`config.mk`:
```
export PLATFORM = sky130hd
export DESIGN_NAME = selector_channel_dma_addresser
export DESIGN_NICKNAME = d
export VERILOG_FILES = /design/src/sv/sca_pkg.sv /design/src/sv/sca_in_stage.sv /design/src/sv/sca_engine.sv /design/src/sv/selector_channel_dma_addresser.sv
export SDC_FILE = /design/constraint.sdc
export NUM_CORES = 1
export LEC_CHECK = 0
export BUFFER_PORTS_ARGS = -buffer_cell sky130_fd_sc_hd__buf_4
export CORE_UTILIZATION = 60
export CTS_BUF_LIST = sky130_fd_sc_hd__clkbuf_16
export CTS_CLUSTER_SIZE = 24
export DETAILED_ROUTE_END_ITERATION = 10
export GPL_TIMING_DRIVEN = 0
export PLACE_DENSITY = 0.83
export RECOVER_POWER = 100
export SYNTH_ARGS = -nofsm -noshare
export SYNTH_HDL_FRONTEND = slang
export SYNTH_HIERARCHICAL = 1
export SYNTH_SLANG_ARGS = --single-unit
```
`constraint.sdc`:
```
create_clock -name clk_i -period 12.4 [get_ports clk_i]
set_input_delay 2.48 -clock clk_i [delete_from_list [all_inputs] [get_ports clk_i]]
set_output_delay 2.48 -clock clk_i [all_outputs]
set_load 0.05 [all_outputs]
```
`src/sv/sca_pkg.sv`:
```
// Shared types and constants for the selector-channel DMA addresser.
package sca_pkg;

  localparam int unsigned AddrBits  = 20;
  localparam int unsigned DataBits  = 8;
  localparam int unsigned WordBits  = 32;
  localparam int unsigned CountBits = 8;

  localparam logic [CountBits-1:0] ArmedCount = CountBits'(4);
  localparam logic [DataBits-1:0]  PortReadValue = '1;

  // Mode bits in the low byte of the shift word.
  localparam int unsigned ModeWriteBit = 7;
  localparam int unsigned ModeIoBit    = 6;
  localparam int unsigned ModeUpBit    = 5;

  typedef enum logic [1:0] {
    OpPortWrite = 2'd0,
    OpPortRead  = 2'd1,
    OpDmaByte   = 2'd2
  } op_e;

  typedef enum logic [1:0] {
    StatusOk       = 2'd0,
    StatusNotArmed = 2'd1,
    StatusIoMode   = 2'd2
  } status_e;

  typedef struct packed {
    logic [1:0]          op;
    logic [DataBits-1:0] data;
    logic                last;
  } in_item_t;

  typedef struct packed {
    logic [DataBits-1:0] read_data;
    logic                mem_valid;
    logic                mem_write;
    logic [AddrBits-1:0] mem_addr;
    logic [DataBits-1:0] mem_wdata;
    logic [1:0]          status;
  } result_t;

endpackage

```
`src/sv/sca_in_stage.sv`:
```
// Input register stage: holds one accepted item until the engine takes it.
module sca_in_stage (
  input  logic               clk_i,
  input  logic               rst_ni,
  input  logic               in_valid_i,
  input  logic               in_stall_i,
  input  sca_pkg::in_item_t  item_i,
  input  logic               take_i,
  output logic               valid_o,
  output sca_pkg::in_item_t  item_o
);

  logic              valid_q, valid_d;
  sca_pkg::in_item_t item_q;
  logic              load;

  assign load = in_valid_i && !in_stall_i;

  always_comb begin
    valid_d = valid_q;
    if (load) begin
      valid_d = 1'b1;
    end else if (take_i) begin
      valid_d = 1'b0;
    end
  end

  always_ff @(posedge clk_i or negedge rst_ni) begin
    if (!rst_ni) begin
      valid_q <= 1'b0;
    end else begin
      valid_q <= valid_d;
    end
  end

  always_ff @(posedge clk_i) begin
    if (load) begin
      item_q <= item_i;
    end
  end

  assign valid_o = valid_q;
  assign item_o  = item_q;

endmodule

```
`src/sv/sca_engine.sv`:
```
// Channel state and the single-pass logic that turns one item into its result.
module sca_engine (
  input  logic               clk_i,
  input  logic               rst_ni,
  input  logic               fire_i,
  input  sca_pkg::in_item_t  item_i,
  output sca_pkg::result_t   result_o
);

  logic [sca_pkg::WordBits-1:0]  shift_q, shift_d;
  logic [sca_pkg::AddrBits-1:0]  base_q, base_d;
  logic [sca_pkg::CountBits-1:0] count_q, count_d;
  logic [sca_pkg::AddrBits-1:0]  offset_q, offset_d;
  logic [sca_pkg::DataBits-1:0]  mode;
  logic [sca_pkg::AddrBits-1:0]  len;
  logic                          armed;

  assign mode  = shift_q[sca_pkg::DataBits-1:0];
  assign armed = (count_q == sca_pkg::ArmedCount);
  assign len   = offset_q + sca_pkg::AddrBits'(1);

  always_comb begin
    shift_d  = shift_q;
    base_d   = base_q;
    count_d  = count_q;
    offset_d = offset_q;
    result_o = '0;
    unique case (sca_pkg::op_e'(item_i.op))
      sca_pkg::OpPortWrite: begin
        shift_d  = {shift_q[sca_pkg::WordBits-sca_pkg::DataBits-1:0], item_i.data};
        // The base follows the freshly shifted word, bits 27..8.
        base_d   = shift_d[sca_pkg::AddrBits+7:8];
        count_d  = count_q + sca_pkg::CountBits'(1);
        offset_d = '0;
      end
      sca_pkg::OpPortRead: begin
        count_d            = '0;
        offset_d           = '0;
        result_o.read_data = sca_pkg::PortReadValue;
      end
      sca_pkg::OpDmaByte: begin
        if (!armed || mode[sca_pkg::ModeIoBit]) begin
          result_o.status = !armed ? sca_pkg::StatusNotArmed : sca_pkg::StatusIoMode;
          if (item_i.last) begin
            offset_d = '0;
          end
        end else begin
          result_o.mem_valid = 1'b1;
          result_o.mem_addr  = base_q + offset_q;
          if (mode[sca_pkg::ModeWriteBit]) begin
            result_o.mem_write = 1'b1;
            result_o.mem_wdata = item_i.data;
          end
          if (item_i.last) begin
            base_d   = mode[sca_pkg::ModeUpBit] ? base_q + len : base_q - len;
            offset_d = '0;
          end else begin
            offset_d = len;
          end
        end
      end
      default: begin
        // The unused op code leaves the state alone and gives an all-zero result.
      end
    endcase
  end

  always_ff @(posedge clk_i or negedge rst_ni) begin
    if (!rst_ni) begin
      shift_q  <= '0;
      base_q   <= '0;
      count_q  <= '0;
      offset_q <= '0;
    end else if (fire_i) begin
      shift_q  <= shift_d;
      base_q   <= base_d;
      count_q  <= count_d;
      offset_q <= offset_d;
    end
  end

endmodule

```
`src/sv/selector_channel_dma_addresser.sv`:
```
// Top level of the selector-channel DMA addresser with its result register.
//
// Input channel: in_valid_i / in_stall_o carry op_i, data_i and last_i. Op
// port write shifts a byte into the control word, port read returns 0xFF and
// disarms the channel, DMA byte issues one memory access when the channel is
// armed in memory mode.
// Output channel: out_valid_o / out_stall_i carry one result per item: the
// port read data, the memory access (valid, write, address, write data) and
// a status code.
// An accepted item sits in the input register while the engine computes its
// result and the channel state update in one pass; the result is then
// registered in the result register.
// Throughput is one item per cycle while the receiver does not stall; the
// engine updates the channel state in one pass.
// While the receiver stalls, the result register holds its item and the
// input register can still take one more item before in_stall_o rises.
// Reset clears the control word, base address, write counter and byte
// offset, and empties both registers.
module selector_channel_dma_addresser (
  input  logic        clk_i,
  input  logic        rst_ni,
  input  logic        in_valid_i,
  output logic        in_stall_o,
  input  logic [1:0]  op_i,
  input  logic [7:0]  data_i,
  input  logic        last_i,
  output logic        out_valid_o,
  input  logic        out_stall_i,
  output logic [7:0]  read_data_o,
  output logic        mem_valid_o,
  output logic        mem_write_o,
  output logic [19:0] mem_addr_o,
  output logic [7:0]  mem_wdata_o,
  output logic [1:0]  status_o
);

  sca_pkg::in_item_t in_item, stage_item;
  sca_pkg::result_t  result, result_q;
  logic              stage_valid;
  logic              out_valid_q;
  logic              advance;

  assign in_item.op   = op_i;
  assign in_item.data = data_i;
  assign in_item.last = last_i;

  assign advance    = stage_valid && (!out_valid_q || !out_stall_i);
  assign in_stall_o = stage_valid && !advance;

  sca_in_stage u_in_stage (
    .clk_i      (clk_i),
    .rst_ni     (rst_ni),
    .in_valid_i (in_valid_i),
    .in_stall_i (in_stall_o),
    .item_i     (in_item),
    .take_i     (advance),
    .valid_o    (stage_valid),
    .item_o     (stage_item)
  );

  sca_engine u_engine (
    .clk_i    (clk_i),
    .rst_ni   (rst_ni),
    .fire_i   (advance),
    .item_i   (stage_item),
    .result_o (result)
  );

  always_ff @(posedge clk_i or negedge rst_ni) begin
    if (!rst_ni) begin
      out_valid_q <= 1'b0;
    end else if (advance) begin
      out_valid_q <= 1'b1;
    end else if (!out_stall_i) begin
      out_valid_q <= 1'b0;
    end
  end

  always_ff @(posedge clk_i) begin
    if (advance) begin
      result_q <= result;
    end
  end

  assign out_valid_o = out_valid_q;
  assign read_data_o = result_q.read_data;
  assign mem_valid_o = result_q.mem_valid;
  assign mem_write_o = result_q.mem_write;
  assign mem_addr_o  = result_q.mem_addr;
  assign mem_wdata_o = result_q.mem_wdata;
  assign status_o    = result_q.status;

endmodule

```
==> results.md <==
- Die Span X: approximately 120 um
- Remaining DRCs: 0
- Dpl ws: between 6 and 7 ns
- CTS Buffer Depth: 2
- Outcome: finished with violations
- Die ar.: ~13,000 um2
- Unrepaired setup endpoints after global routing: no
- Clock sinks: 121
- Routability congestion estimate: around 0.94
- Util after Layout: 0.712
- Cells along the critical path: clkbuf_1 > a21boi_0 > clkbuf_1 > inv_1 > nor3_1 > nand4_1 > o21ai_0
- GR Util All Layers: 0.311
- Max-cap check violation count: 3
- Die Height: roughly 120 um
- Hold Fails Final Rpt: 0
- Final worst slack: between 5 and 6 ns
- Register Area: 3280 um2
- Pin count of the biggest net entering global routing: 71
- Hold Crit Class: reg2reg
- Worst Setup SP: out_stall_i
- CP max FO: 33
- Post-CTS setup buffers: 0
- Yosys reg bits: approximately 120
- Hold Crit Depth: 1
- Per-cell routed wire length: between 15 and 20 um
- DRT antenna net count: 0
- Cell Rows: 40
- Fin crit share: 0.528
- Clk_lat worst skew: between 0.4 and 0.5 ns
- Pre-antenna DRT Iters: 5
- Critical-path top delay cell: clkbuf_1
- Vias: 6,531
- Failing checks: max-capacitance violations, max-slew violations
- H-tree depth: 4
- Power Density: ~240 nW/um2
- Worst R2R Path Depth: 20
- Mapped Avg Cell Area: between 9 and 10 um2
- Number of global-route vias before repair: ~6,300
- Non-filler cells, final: 1,067
- Post-synthesis cell area: just under 8000 um2
- CP arrival: roughly 6.9 ns
- WHS: between 0.5 and 0.6 ns
- Antenna diode count: 0
- Critical path type: in2reg
- Detailed router's first-iteration violation count: between 500 and 600
- Syn_nets: 871
- Final setup violation count: 0
- Worst R2R End: u_engine/base_q[16]$_DFFE_PN0P_
- Crit-path most repeated cell: clkbuf_1
- Gate Count Post-Synth: around 800
- Max Clock Freq: 0.153 GHz
- CTS tree: built
- Post-route setup TNS: 0 ns
- R2R Setup Slk: 7.26 ns
- Ports: between 50 and 60
- Dpl hpwl: approximately 14,000 um
- Max Slew Vio Count: 118
- Post-synth EDFFs: just over 50
- Ys flop type: dfrtp_1
- Fill cells: around 930
- GR Overflow Total: 0
- WL final: 19,000 um
- Slowest stage delay, CP: 1.32 ns
- Worst Tran Pin Value: 3.86 ns
- PortBufs: 56
- Hold-fix buffers at CTS: 0
- P_leak: roughly 3.6 nW
- Area of the multi-input gates: a little over 4000 um2
- Post-CTS resize count: 0
- Crit path to: u_engine/offset_q[19]$_DFFE_PN0P_
- R2R Path Start: u_engine/offset_q[1]$_DFFE_PN0P_
- Core box area: ~12,000 um2
- Kind of end point of the critical path: register
- Crit path time final: about 6.5 ns
- Post-synthesis sequential area ratio: 0.427
- Yosys warns: 6
- Slew headroom: -1.57
- First-pass GRT wire length: between 30,000 and 40,000 um
- Post-placement cell count: between 1,000 and 1,500
- CTS clk-pin slew, worst paths: approximately 0.05 ns
- Synth cell types: 67
- CTS Buf Count: 17
- Maximum vdd drop: about 180 uV
- Critical path launch point type: input pin
- Clk_skew: ~0.011 ns
- Initial core utilization: 0.627
- Final nets: 947
- Initial antenna violation count: 0
- WP data required: between 10 and 15 ns
- Fraction of registers with async set or reset after synthesis: 0.579
- Vias per cell: ~6.1
- CTS root buffer: clkbuf_16
- Share of layout cells above drive strength 1: 0.106
- P&R area growth vs syn: 13.5%
==> worst min-delay path by stage <==
stage	from	endpoint	slack [ns]
2_1_floorplan	u_in_stage/valid_o$_DFFE_PN0P_	out_valid_o$_DFFE_PN0P_	0.46
3_3_place_gp	u_in_stage/valid_o$_DFFE_PN0P_	out_valid_o$_DFFE_PN0P_	0.47
3_5_place_dp	u_in_stage/item_o[3]$_DFFE_PP_	u_engine/shift_q[2]$_DFFE_PN0P_	0.50
4_1_cts	u_engine/shift_q[18]$_DFFE_PN0P_	u_engine/shift_q[18]$_DFFE_PN0P_	0.51
5_1_grt	u_engine/shift_q[18]$_DFFE_PN0P_	u_engine/shift_q[18]$_DFFE_PN0P_	0.52
6_report	u_in_stage/valid_o$_DFFE_PN0P_	out_valid_o$_DFFE_PN0P_	0.51
==> registers in the layout (all words and copies together) (netlist names) <==
signal              flops
u_engine/base_q        20
mem_addr_o             20
u_in_stage/item_o      11
u_engine/shift_q       20
u_engine/count_q        8
u_engine/offset_q      20
status_o                2
mem_wdata_o             8
read_data_o             8
mem_write_o             1
out_valid_o             1
mem_valid_o             1
u_in_stage/valid_o      1
==> power by group <==
part	leakage [nW]	switching (mW)	internal, mW
logic	1.91	0.610	0.362
clock network	0.293	0.181	0.304
registers	1.40	0.0953	0.542
==> synthesized netlist by cell type (22+ instances only) <==
cell	n	area share
nand2_1	71	0.035
ha_1	44	0.072
edfxtp_1	51	0.20
a21oi_1	46	0.030
nor3_1	37	0.024
o21ai_0	75	0.049
clkbuf_1	24	0.012
xnor2_1	43	0.049
mux2_2	22	0.032
dfrtp_1	70	0.23
nand3_1	24	0.016
nor2_1	76	0.037
==> through the flow <==
stage | total power, mW | instance area (um2)
CTS | 2.12 | 8930
global route | 2.21 | 8730
detailed placement | 1.62 | 8350
finish | 2.09 | 8730
floorplan | 1.36 | 7690
global placement | 1.58 | 8320
==> per-layer routing <==
layer / wire (um) / share of wire / GRT usage
met5: 0 / 0 / 0
met4: 578 / 0.030 / 0.142
met3: 1200 / 0.063 / 0.0691
met2: 9030 / 0.47 / 0.503
met1: 8220 / 0.43 / 0.401
==> cells in the final DEF (no fill, tap or decap), types with 20 or more instances in the layout <==
cell type and count:
nor2_1 76, nand3_1 24, clkbuf_1 71, ha_1 44
nand2_1 71, edfxtp_1 51, mux2_2 22, a21oi_1 46
inv_1 20, xnor2_1 43, nor3_1 37, o21ai_0 75
dfrtp_1 70
==> critical path: cells and delay by family <==
kind | cells | cell delay, ns
compound gates | 2 | 1.47
buf+inv | 3 | 1.68
simple gates | 2 | 1.22
==> kinds of logic after synthesis <==
| logic type | count (synthesis) | synth area share |
|---|---|---|
| simple gates | 289 | 0.187 |
| compound gates | 197 | 0.157 |
| flops | 121 | 0.427 |
| buf+inv | 64 | 0.0374 |
| xor+xnor | 59 | 0.0672 |
| fa+ha+maj | 46 | 0.0768 |
| mux | 34 | 0.0478 |
==> cell type report <==
type	count	share of cell area
clock buffer	18	0.0516
clock inverter	14	0.0149
tap	168	0.0241
timing repair buffer	57	0.0297
sequential	121	0.376
buffer	46	0.0252
inverter	18	0.00774
multi-input combinational	625	0.471
(Power assumes the default switching activity.)
